### src/design/lru_write_back_page_cache_assert.svh
// Assertion macros shared by the page cache modules.
// Each macro expects signals named clk and rst_n in the module that uses it.
`ifndef LRU_WRITE_BACK_PAGE_CACHE_ASSERT_SVH
`define LRU_WRITE_BACK_PAGE_CACHE_ASSERT_SVH

// The consequent must hold in the same cycle as the antecedent.
`define LWBPC_ASSERT_NOW(label, ante, cons, msg) \
    label: assert property (@(posedge clk) disable iff (!rst_n) (ante) |-> (cons)) \
        else $error(msg);

// The consequent must hold in the cycle after the antecedent.
`define LWBPC_ASSERT_NEXT(label, ante, cons, msg) \
    label: assert property (@(posedge clk) disable iff (!rst_n) (ante) |=> (cons)) \
        else $error(msg);

`endif

### src/design/lwbpc_pkg.sv
`timescale 1ns / 1ps

package lwbpc_pkg;

    localparam int SLOTS  = 2;
    localparam int SLOT_W = (SLOTS > 1) ? $clog2(SLOTS) : 1;
    localparam int PAGE_W = 8;

    localparam logic [PAGE_W-1:0] RESET_PAGE_CFG = PAGE_W'(15);

    typedef logic [SLOT_W-1:0] slot_idx_t;
    typedef logic [PAGE_W-1:0] page_t;

    typedef enum logic [1:0] {
        KIND_READ       = 2'd0,
        KIND_WRITE      = 2'd1,
        KIND_MARK_DIRTY = 2'd2,
        KIND_FLUSH      = 2'd3
    } kind_t;

    typedef enum logic [2:0] {
        ST_HIT          = 3'd0,
        ST_MISS         = 3'd1,
        ST_REJ_RESERVED = 3'd2,
        ST_REJ_RANGE    = 3'd3,
        ST_NONE         = 3'd4
    } status_t;

    typedef enum logic [0:0] {
        CFG_RESERVED_PAGE = 1'b0,
        CFG_PAGE_LIMIT    = 1'b1
    } cfg_index_t;

    typedef struct packed {
        kind_t kind;
        page_t page_id;
    } req_t;

    typedef struct packed {
        status_t status;
        logic    slot;
        logic    writeback;
        page_t   writeback_page;
        logic    fill;
        logic    last;
    } rsp_t;

endpackage

### src/design/lwbpc_req_if.sv
`timescale 1ns / 1ps

interface lwbpc_req_if;
    import lwbpc_pkg::*;

    logic  valid;
    logic  ready;
    kind_t kind;
    page_t page_id;

    modport source (output valid, output kind, output page_id, input ready);
    modport sink (input valid, input kind, input page_id, output ready);
endinterface

### src/design/lwbpc_rsp_if.sv
`timescale 1ns / 1ps

interface lwbpc_rsp_if;
    import lwbpc_pkg::*;

    logic    valid;
    logic    ready;
    status_t status;
    logic    slot;
    logic    writeback;
    page_t   writeback_page;
    logic    fill;
    logic    last;

    modport source (
        output valid, output status, output slot, output writeback,
        output writeback_page, output fill, output last, input ready
    );
    modport sink (
        input valid, input status, input slot, input writeback,
        input writeback_page, input fill, input last, output ready
    );
endinterface

### src/design/lru_write_back_page_cache.sv
// A request is loaded into the request register when it is accepted; its result word
// is then loaded into the result register once that register is free or being drained.
// One read, write or mark-dirty request is taken per cycle while the response side
// does not stall; a flush holds the request register until no dirty slot is left.
// Reset (rst_n, asynchronous, active low) empties all slots, restores rank order
// and sets both configuration registers to 15; no clearing pass is needed.
`timescale 1ns / 1ps
`include "lru_write_back_page_cache_assert.svh"

module lru_write_back_page_cache (
    input  logic                   clk,
    input  logic                   rst_n,
    input  logic                   cfg_wr_en,
    input  lwbpc_pkg::cfg_index_t  cfg_index,
    input  lwbpc_pkg::page_t       cfg_data,
    lwbpc_req_if.sink              req,
    lwbpc_rsp_if.source            rsp
);
    import lwbpc_pkg::*;

    page_t reserved_page_reg;
    page_t page_limit_reg;
    logic  req_valid_reg;
    req_t  req_reg;
    logic  rsp_valid_reg;
    rsp_t  rsp_reg;
    rsp_t  result;
    logic  step;
    logic  req_done;

    always_ff @(posedge clk or negedge rst_n)
    begin
        if (!rst_n)
        begin
            reserved_page_reg <= RESET_PAGE_CFG;
            page_limit_reg    <= RESET_PAGE_CFG;
        end
        else if (cfg_wr_en)
        begin
            case (cfg_index)
                CFG_RESERVED_PAGE: reserved_page_reg <= cfg_data;
                CFG_PAGE_LIMIT:    page_limit_reg    <= cfg_data;
                default:           reserved_page_reg <= reserved_page_reg;
            endcase
        end
    end

    // The table steps whenever a request is held and the result register is free or being drained.
    assign step      = req_valid_reg && (!rsp_valid_reg || rsp.ready);
    assign req_done  = step && result.last;
    assign req.ready = !req_valid_reg || req_done;

    always_ff @(posedge clk or negedge rst_n)
    begin
        if (!rst_n)
        begin
            req_valid_reg <= 1'b0;
            rsp_valid_reg <= 1'b0;
        end
        else
        begin
            if (req.ready)
            begin
                req_valid_reg <= req.valid;
            end
            if (step)
            begin
                rsp_valid_reg <= 1'b1;
            end
            else if (rsp.ready)
            begin
                rsp_valid_reg <= 1'b0;
            end
        end
    end

    always_ff @(posedge clk)
    begin
        if (req.ready && req.valid)
        begin
            req_reg <= '{kind: req.kind, page_id: req.page_id};
        end
        if (step)
        begin
            rsp_reg <= result;
        end
    end

    lwbpc_slot_table u_slot_table (
        .clk           (clk),
        .rst_n         (rst_n),
        .step          (step),
        .req           (req_reg),
        .reserved_page (reserved_page_reg),
        .page_limit    (page_limit_reg),
        .result        (result)
    );

    assign rsp.valid          = rsp_valid_reg;
    assign rsp.status         = rsp_reg.status;
    assign rsp.slot           = rsp_reg.slot;
    assign rsp.writeback      = rsp_reg.writeback;
    assign rsp.writeback_page = rsp_reg.writeback_page;
    assign rsp.fill           = rsp_reg.fill;
    assign rsp.last           = rsp_reg.last;

    `LWBPC_ASSERT_NEXT(a_flush_holds_request, req_valid_reg && !req_done,
        req_valid_reg && $stable(req_reg), "request left before its last word")
    `LWBPC_ASSERT_NOW(a_fill_only_on_miss, rsp_valid_reg && rsp_reg.fill,
        rsp_reg.status == ST_MISS, "fill without a miss")
    `LWBPC_ASSERT_NOW(a_wb_page_zero, rsp_valid_reg && !rsp_reg.writeback,
        rsp_reg.writeback_page == '0, "writeback page set without writeback")

endmodule

### src/design/lwbpc_slot_table.sv
`timescale 1ns / 1ps
`include "lru_write_back_page_cache_assert.svh"

module lwbpc_slot_table (
    input  logic              clk,
    input  logic              rst_n,
    input  logic              step,
    input  lwbpc_pkg::req_t   req,
    input  lwbpc_pkg::page_t  reserved_page,
    input  lwbpc_pkg::page_t  page_limit,
    output lwbpc_pkg::rsp_t   result
);
    import lwbpc_pkg::*;

    logic [SLOTS-1:0] valid_reg;
    logic [SLOTS-1:0] valid_next;
    logic [SLOTS-1:0] dirty_reg;
    logic [SLOTS-1:0] dirty_next;
    page_t            page_reg  [SLOTS];
    page_t            page_next [SLOTS];
    slot_idx_t        rank_reg  [SLOTS];
    slot_idx_t        rank_next [SLOTS];

    logic [SLOTS-1:0] hit_vec;
    logic [SLOTS-1:0] flush_vec;
    logic [SLOTS-1:0] rank_seen;
    logic             hit;
    logic             any_invalid;
    logic             flush_any;
    logic             flush_more;
    slot_idx_t        hit_idx;
    slot_idx_t        inv_idx;
    slot_idx_t        lru_idx;
    slot_idx_t        flush_idx;
    slot_idx_t        victim_idx;
    slot_idx_t        sel_idx;

    // Parallel tag compare and priority pickers; the lowest slot wins each search.
    always_comb
    begin
        hit_idx    = '0;
        inv_idx    = '0;
        lru_idx    = '0;
        flush_idx  = '0;
        for (int i = SLOTS - 1; i >= 0; i--)
        begin
            hit_vec[i]   = valid_reg[i] && (page_reg[i] == req.page_id);
            flush_vec[i] = valid_reg[i] && dirty_reg[i];
            if (hit_vec[i])
            begin
                hit_idx = SLOT_W'(i);
            end
            if (!valid_reg[i])
            begin
                inv_idx = SLOT_W'(i);
            end
            if (rank_reg[i] == '0)
            begin
                lru_idx = SLOT_W'(i);
            end
            if (flush_vec[i])
            begin
                flush_idx = SLOT_W'(i);
            end
        end
        hit         = |hit_vec;
        any_invalid = ~&valid_reg;
        flush_any   = |flush_vec;
        flush_more  = |(flush_vec & ~(SLOTS'(1) << flush_idx));
        victim_idx  = any_invalid ? inv_idx : lru_idx;
        sel_idx     = hit ? hit_idx : victim_idx;
    end

    always_comb
    begin
        valid_next = valid_reg;
        dirty_next = dirty_reg;
        for (int i = 0; i < SLOTS; i++)
        begin
            page_next[i] = page_reg[i];
            rank_next[i] = rank_reg[i];
        end
        result = '{status: ST_NONE, slot: 1'b0, writeback: 1'b0,
                   writeback_page: '0, fill: 1'b0, last: 1'b1};

        case (req.kind)
            KIND_READ, KIND_WRITE:
            begin
                if (req.kind == KIND_WRITE && req.page_id == reserved_page)
                begin
                    result.status = ST_REJ_RESERVED;
                end
                else if (req.kind == KIND_WRITE && req.page_id >= page_limit)
                begin
                    result.status = ST_REJ_RANGE;
                end
                else
                begin
                    result.slot = sel_idx[0];
                    if (hit)
                    begin
                        result.status = ST_HIT;
                    end
                    else
                    begin
                        result.status    = ST_MISS;
                        result.fill      = 1'b1;
                        result.writeback = valid_reg[sel_idx] && dirty_reg[sel_idx];
                        if (result.writeback)
                        begin
                            result.writeback_page = page_reg[sel_idx];
                        end
                        page_next[sel_idx]  = req.page_id;
                        valid_next[sel_idx] = 1'b1;
                        dirty_next[sel_idx] = 1'b0;
                    end
                    // Move the slot to most recent and close the gap it leaves.
                    for (int i = 0; i < SLOTS; i++)
                    begin
                        if (rank_reg[i] > rank_reg[sel_idx])
                        begin
                            rank_next[i] = rank_reg[i] - SLOT_W'(1);
                        end
                    end
                    rank_next[sel_idx] = SLOT_W'(SLOTS - 1);
                    if (req.kind == KIND_WRITE)
                    begin
                        dirty_next[sel_idx] = 1'b1;
                    end
                end
            end
            KIND_MARK_DIRTY:
            begin
                if (hit)
                begin
                    result.status       = ST_HIT;
                    result.slot         = hit_idx[0];
                    dirty_next[hit_idx] = 1'b1;
                end
            end
            KIND_FLUSH:
            begin
                // One dirty slot is written back per step; the request stays
                // in place until no dirty slot is left.
                if (flush_any)
                begin
                    result.slot           = flush_idx[0];
                    result.writeback      = 1'b1;
                    result.writeback_page = page_reg[flush_idx];
                    result.last           = !flush_more;
                    dirty_next[flush_idx] = 1'b0;
                end
            end
            default:
            begin
                result.status = ST_NONE;
            end
        endcase
    end

    always_ff @(posedge clk or negedge rst_n)
    begin
        if (!rst_n)
        begin
            valid_reg <= '0;
            dirty_reg <= '0;
            for (int i = 0; i < SLOTS; i++)
            begin
                rank_reg[i] <= SLOT_W'(i);
            end
        end
        else if (step)
        begin
            valid_reg <= valid_next;
            dirty_reg <= dirty_next;
            for (int i = 0; i < SLOTS; i++)
            begin
                rank_reg[i] <= rank_next[i];
            end
        end
    end

    // Tags are only looked at while their slot is valid.
    always_ff @(posedge clk)
    begin
        if (step)
        begin
            for (int i = 0; i < SLOTS; i++)
            begin
                page_reg[i] <= page_next[i];
            end
        end
    end

    always_comb
    begin
        rank_seen = '0;
        for (int i = 0; i < SLOTS; i++)
        begin
            rank_seen[rank_reg[i]] = 1'b1;
        end
    end

    `LWBPC_ASSERT_NOW(a_rank_permutation, 1'b1, &rank_seen, "ranks are not a permutation")
    `LWBPC_ASSERT_NOW(a_dirty_needs_valid, 1'b1, (dirty_reg & ~valid_reg) == '0,
        "dirty bit set on an invalid slot")
    `LWBPC_ASSERT_NOW(a_single_hit, 1'b1, $onehot0(hit_vec), "page cached in two slots")

endmodule
### src/flat_wrapper.sv
// flat-port wrapper written by rule: the top's interface ports become plain ports
module lru_write_back_page_cache_flat import lwbpc_pkg::*;
  (clk, rst_n, cfg_wr_en, cfg_index, cfg_data, req_valid, req_kind, req_page_id, req_ready, rsp_valid, rsp_status, rsp_slot, rsp_writeback, rsp_writeback_page, rsp_fill, rsp_last, rsp_ready);
  lwbpc_req_if req_i ();
  lwbpc_rsp_if rsp_i ();
  input  logic clk;
  input  logic rst_n;
  input  logic cfg_wr_en;
  input  lwbpc_pkg::cfg_index_t cfg_index;
  input  lwbpc_pkg::page_t cfg_data;
  input wire logic [$bits(req_i.valid)-1:0] req_valid;
  input wire logic [$bits(req_i.kind)-1:0] req_kind;
  input wire logic [$bits(req_i.page_id)-1:0] req_page_id;
  output wire logic [$bits(req_i.ready)-1:0] req_ready;
  output wire logic [$bits(rsp_i.valid)-1:0] rsp_valid;
  output wire logic [$bits(rsp_i.status)-1:0] rsp_status;
  output wire logic [$bits(rsp_i.slot)-1:0] rsp_slot;
  output wire logic [$bits(rsp_i.writeback)-1:0] rsp_writeback;
  output wire logic [$bits(rsp_i.writeback_page)-1:0] rsp_writeback_page;
  output wire logic [$bits(rsp_i.fill)-1:0] rsp_fill;
  output wire logic [$bits(rsp_i.last)-1:0] rsp_last;
  input wire logic [$bits(rsp_i.ready)-1:0] rsp_ready;
  assign req_i.valid = req_valid;
  assign req_i.kind = req_kind;
  assign req_i.page_id = req_page_id;
  assign req_ready = req_i.ready;
  assign rsp_valid = rsp_i.valid;
  assign rsp_status = rsp_i.status;
  assign rsp_slot = rsp_i.slot;
  assign rsp_writeback = rsp_i.writeback;
  assign rsp_writeback_page = rsp_i.writeback_page;
  assign rsp_fill = rsp_i.fill;
  assign rsp_last = rsp_i.last;
  assign rsp_i.ready = rsp_ready;
  lru_write_back_page_cache u_core (.clk(clk), .rst_n(rst_n), .cfg_wr_en(cfg_wr_en), .cfg_index(cfg_index), .cfg_data(cfg_data), .req(req_i), .rsp(rsp_i));
endmodule
### config.mk
export PLATFORM = sky130hd
export DESIGN_NAME = lru_write_back_page_cache_flat
export DESIGN_NICKNAME = d
export VERILOG_FILES = /design/src/design/lwbpc_pkg.sv /design/src/design/lwbpc_req_if.sv /design/src/design/lwbpc_rsp_if.sv /design/src/design/lru_write_back_page_cache.sv /design/src/design/lwbpc_slot_table.sv /design/src/flat_wrapper.sv
export VERILOG_INCLUDE_DIRS = /design/src /design/src/design
export SDC_FILE = /design/constraint.sdc
export NUM_CORES = 1
export LEC_CHECK = 0
export BUFFER_PORTS_ARGS = -buffer_cell sky130_fd_sc_hd__clkbuf_2
export CAP_MARGIN = 15
export CORE_MARGIN = 1.5
export CORE_UTILIZATION = 60
export CTS_BUF_LIST = sky130_fd_sc_hd__clkbuf_2 sky130_fd_sc_hd__clkbuf_4 sky130_fd_sc_hd__clkbuf_8
export CTS_CLUSTER_DIAMETER = 80
export CTS_CLUSTER_SIZE = 12
export DETAILED_ROUTE_END_ITERATION = 10
export GPL_TIMING_DRIVEN = 0
export PLACE_DENSITY = 0.93
export RECOVER_POWER = 50
export SLEW_MARGIN = 40
export SYNTH_ARGS = -nofsm -noshare
export SYNTH_HDL_FRONTEND = slang
export SYNTH_SLANG_ARGS = --single-unit
### constraint.sdc
create_clock -name clk -period 9.9 [get_ports clk]
set_clock_uncertainty 0.15 [all_clocks]
set_input_delay 2.97 -clock clk [delete_from_list [all_inputs] [get_ports clk]]
set_output_delay 2.97 -clock clk [all_outputs]
set_load 0.01 [all_outputs]
==> key figures <==
Yosys
  – Largest family of logic cells by synthesized area: compound AO/OA/AOI/OAI gates
  – Compound-Gate Fraction of Synth Area: between 10% and 20%
  – Simple-gate portion of the synthesized area: under 10%
  – Yosys cell types: 45
  – Number of cells produced by synthesis: approximately 240
  – Synthesized flop and latch total: 65
  – Most numerous cell in the Yosys netlist: edfxtp_1
  – Synth cell count leaders: edfxtp_1 (41), xnor2_1 (17), mux2_2 (16)
  – Post-synthesis xor/xnor area fraction: between 6 and 7%
  – Synth Area in Adders: approximately 3.2%
  – Syn Area/Cell: about 13 µm²
  – Top_reg_cell synth: edfxtp_1
  – EDFF count, synth: 41
  – Syn_nets: between 200 and 300
  – Synthesized area: around 0.0031 mm²
  – Synth area leaders: edfxtp_1 (40%), dfrtp_1 (12%), dfstp_2 (7.6%)
  – Top cell type's share of synthesized area: between 30% and 40%
  – Ys async rst share: 36.9%
  – Biggest area consumer among synthesized cells: edfxtp_1
  – Mux cell area share after synthesis: under 10%
  – Sequential area share after synthesis: 59.1%
  – Synth warn: 0

Pwr
  – Clock network fraction of total power: between 30% and 40%
  – NetSw: around 0.24 mW
  – IR drop worst, VDD: approximately 0.18 mV
  – Switching part of the total power: 28.2%
  – P per Cell Area: around 230 mW/mm²
  – Power share of the combinational group: a little under a quarter
  – Register share of total power: approximately 45%
  – Int Power: slightly above 0.6 mW
  – Leak: around 1.5 nW

Timing
  – Worst slew margin: 16.8%
  – Final hold vios: 0
  – Final worst-path cycle share: roughly 67%
  – Fmax: 151 MHz
  – Slew @ Worst Pin: roughly 1.2 ns
  – Post-route setup TNS: 0 ns
  – Slew Limit Fails: 0
  – RSZ-0062 raised after global routing: false
  – Tmin final: about 6.6 ns
  – Setup violators final: 0
  – Slack of the critical path: approximately 3.3 ns

Setup path
  – Crit path from: rsp_ready
  – CP max stage cell: nand2b_1
  – Crit path max fanout: 3
  – Critical path data required time: around 6.8 ns
  – FF-to-FF End: u_core.u_slot_table.page_reg[0][3]
  – CP Capture Type: output pin
  – Reg2reg setup slack: about 6.3 ns
  – CP Launch Type: input port
  – Startpoint of the worst register-to-register path: u_core.req_reg[0]
  – Slowest stage delay, CP: between 0.15 and 0.2 ns
  – Crit path to: req_ready
  – Worst-path cell chain: clkbuf_2, nand2b_1, nand2_1, nand2_1, clkbuf_2
  – R2R cell count: 10
  – WS Path Type: in -> out
  – Crit path arrival time: 3.50 ns

GRT
  – Initial antenna violation count: 0
  – Largest net degree at the start of global routing: 25
  – Total gr overflow: 0
  – Vias in the first global route: approximately 2000
  – First-pass GRT wire length: 9520 µm
  – GRT Overall Usage: 23.8%

Clock network
  – Total CTS buffers: 9
  – CTS Sinks: 65
  – # resized after CTS: 0
  – Post-CTS Hold Buffers: 0
  – Clk Tree Root Cell: clkbuf_8
  – Clock-pin slew on the worst setup and hold paths: approximately 0.070 ns
  – Postcts setup bufs: 0
  – Clk Latency, worst-skew pair: between 0.3 and 0.4 ns
  – H-tree depth: 3
  – Maximum clock path buffer count: 2
  – CTS tree: built

Final layout
  – FILL cells: 340
  – Max reg flops: 16
  – Share of cells above drive strength 1: between 20 and 30%
  – P&R area growth vs syn: 17.1%
  – Net count of the finished layout: 325
  – Core Util, Final: approximately 72%
  – Antenna cells: 0

Routing
  – Pre-Repair DR Iteration Count: 4
  – Drt total wl: 5880 µm
  – DR WL/cell: between 15 and 20 µm
  – DR vias/cell: approximately 5.8
  – Antenna viol nets, final: 0
  – Routed via count: around 2100
  – Iter 0 DRT Violations: approximately 240
  – DRC viols: 0

Run status
  – Status: finished clean

Placement
  – Pre-CTS setup slack: approximately 3.3 ns
  – PortBufs: 40
  – DPL Wire Length: around 4200 µm
  – GP Congestion: around 0.94

Floorplan
  – Core box area: 0.00504 mm²
  – Initial core utilization: 61.8%
  – Ports: between 40 and 50
  – Die Y: about 75 µm
  – Die area: approximately 0.0056 mm²
  – Chip Width: 75.1 µm
  – Row count: 26

Job
  – Max-cap viol count: 0

Hold path
  – Worst Hold Class: reg -> reg
[cells in the final DEF (no fill, tap or decap), drive strengths merged, types with 9 or more instances in the layout]
master / instances
dfrtp: 15
clkbuf: 55
dfstp: 9
mux2: 16
xnor2: 17
inv: 14
nand2: 11
o21ai: 11
nor2: 9
a22oi: 10
edfxtp: 41
[layout make-up]
class                           instances  area, µm²  share of cell area [%]
Sequential cell                        65       1840                    50.5
Multi-Input combinational cell        157       1210                    33.1
Timing Repair Buffer                   40        198                    5.41
Clock buffer                           10        131                    3.60
Clock inverter                          6        106                    2.91
Tap cell                               70       87.6                    2.40
Inverter                               14       52.6                    1.44
Buffer                                  6       23.8                   0.651
[routing by layer]
layer / part of all wire (%) / GRT usage (%) / routed length [µm] / vias up
met1: 42 / 29.9 / 2480 / 1017
met2: 49 / 37.1 / 2910 / 86
li1: - / - / - / 999
met5: 0 / 0 / 0 / -
met4: 2.7 / 14.3 / 156 / 0
met3: 5.6 / 6.16 / 332 / 15
[power by group through the flow]
stage | clock (mW) | combinational, mW | sequential [mW]
floorplan | 0 | 0.141 | 0.384
finish | 0.265 | 0.201 | 0.381
global placement | 0 | 0.190 | 0.382
global route | 0.278 | 0.223 | 0.386
CTS | 0.269 | 0.203 | 0.379
detailed placement | 0 | 0.200 | 0.385
[how the worst min path moves through the flow]
stage	slack, ns	cells after the start	endpoint	from
global placement	0.31	1	u_core.rsp.valid	u_core.req_valid_reg
global route	0.37	1	u_core.rsp.valid	u_core.req_valid_reg
finish	0.36	1	u_core.rsp.valid	u_core.req_valid_reg
CTS	0.36	1	u_core.rsp.valid	u_core.req_valid_reg
detailed placement	0.34	1	u_core.rsp.valid	u_core.req_valid_reg
floorplan	0.31	1	u_core.rsp.valid	u_core.req_valid_reg
[critical path: cells and delay by family]
family	cells	cell delay, ns
buffers and inverters	2	0.20
AND/OR/NAND/NOR	3	0.32
[stage by stage]
stage	hold slack (ns)	power (mW)	cells	cell area [µm²]
floorplan	0.307	0.525	242	3120
global placement	0.314	0.572	352	3400
detailed placement	0.341	0.585	352	3420
CTS	0.356	0.851	368	3660
global route	0.373	0.886	368	3650
finish	0.356	0.846	368	3650
[cells by family after synthesis]
kind of cell               Yosys count
DFF                                 65
and+or+nand+nor                     54
AOI/OAI and AO/OA                   47
xor gates and xnor gates            24
muxes                               24
buffers and inverters               20
adders and majority gates            8
Note: power is estimated with default switching activity, not from simulation.
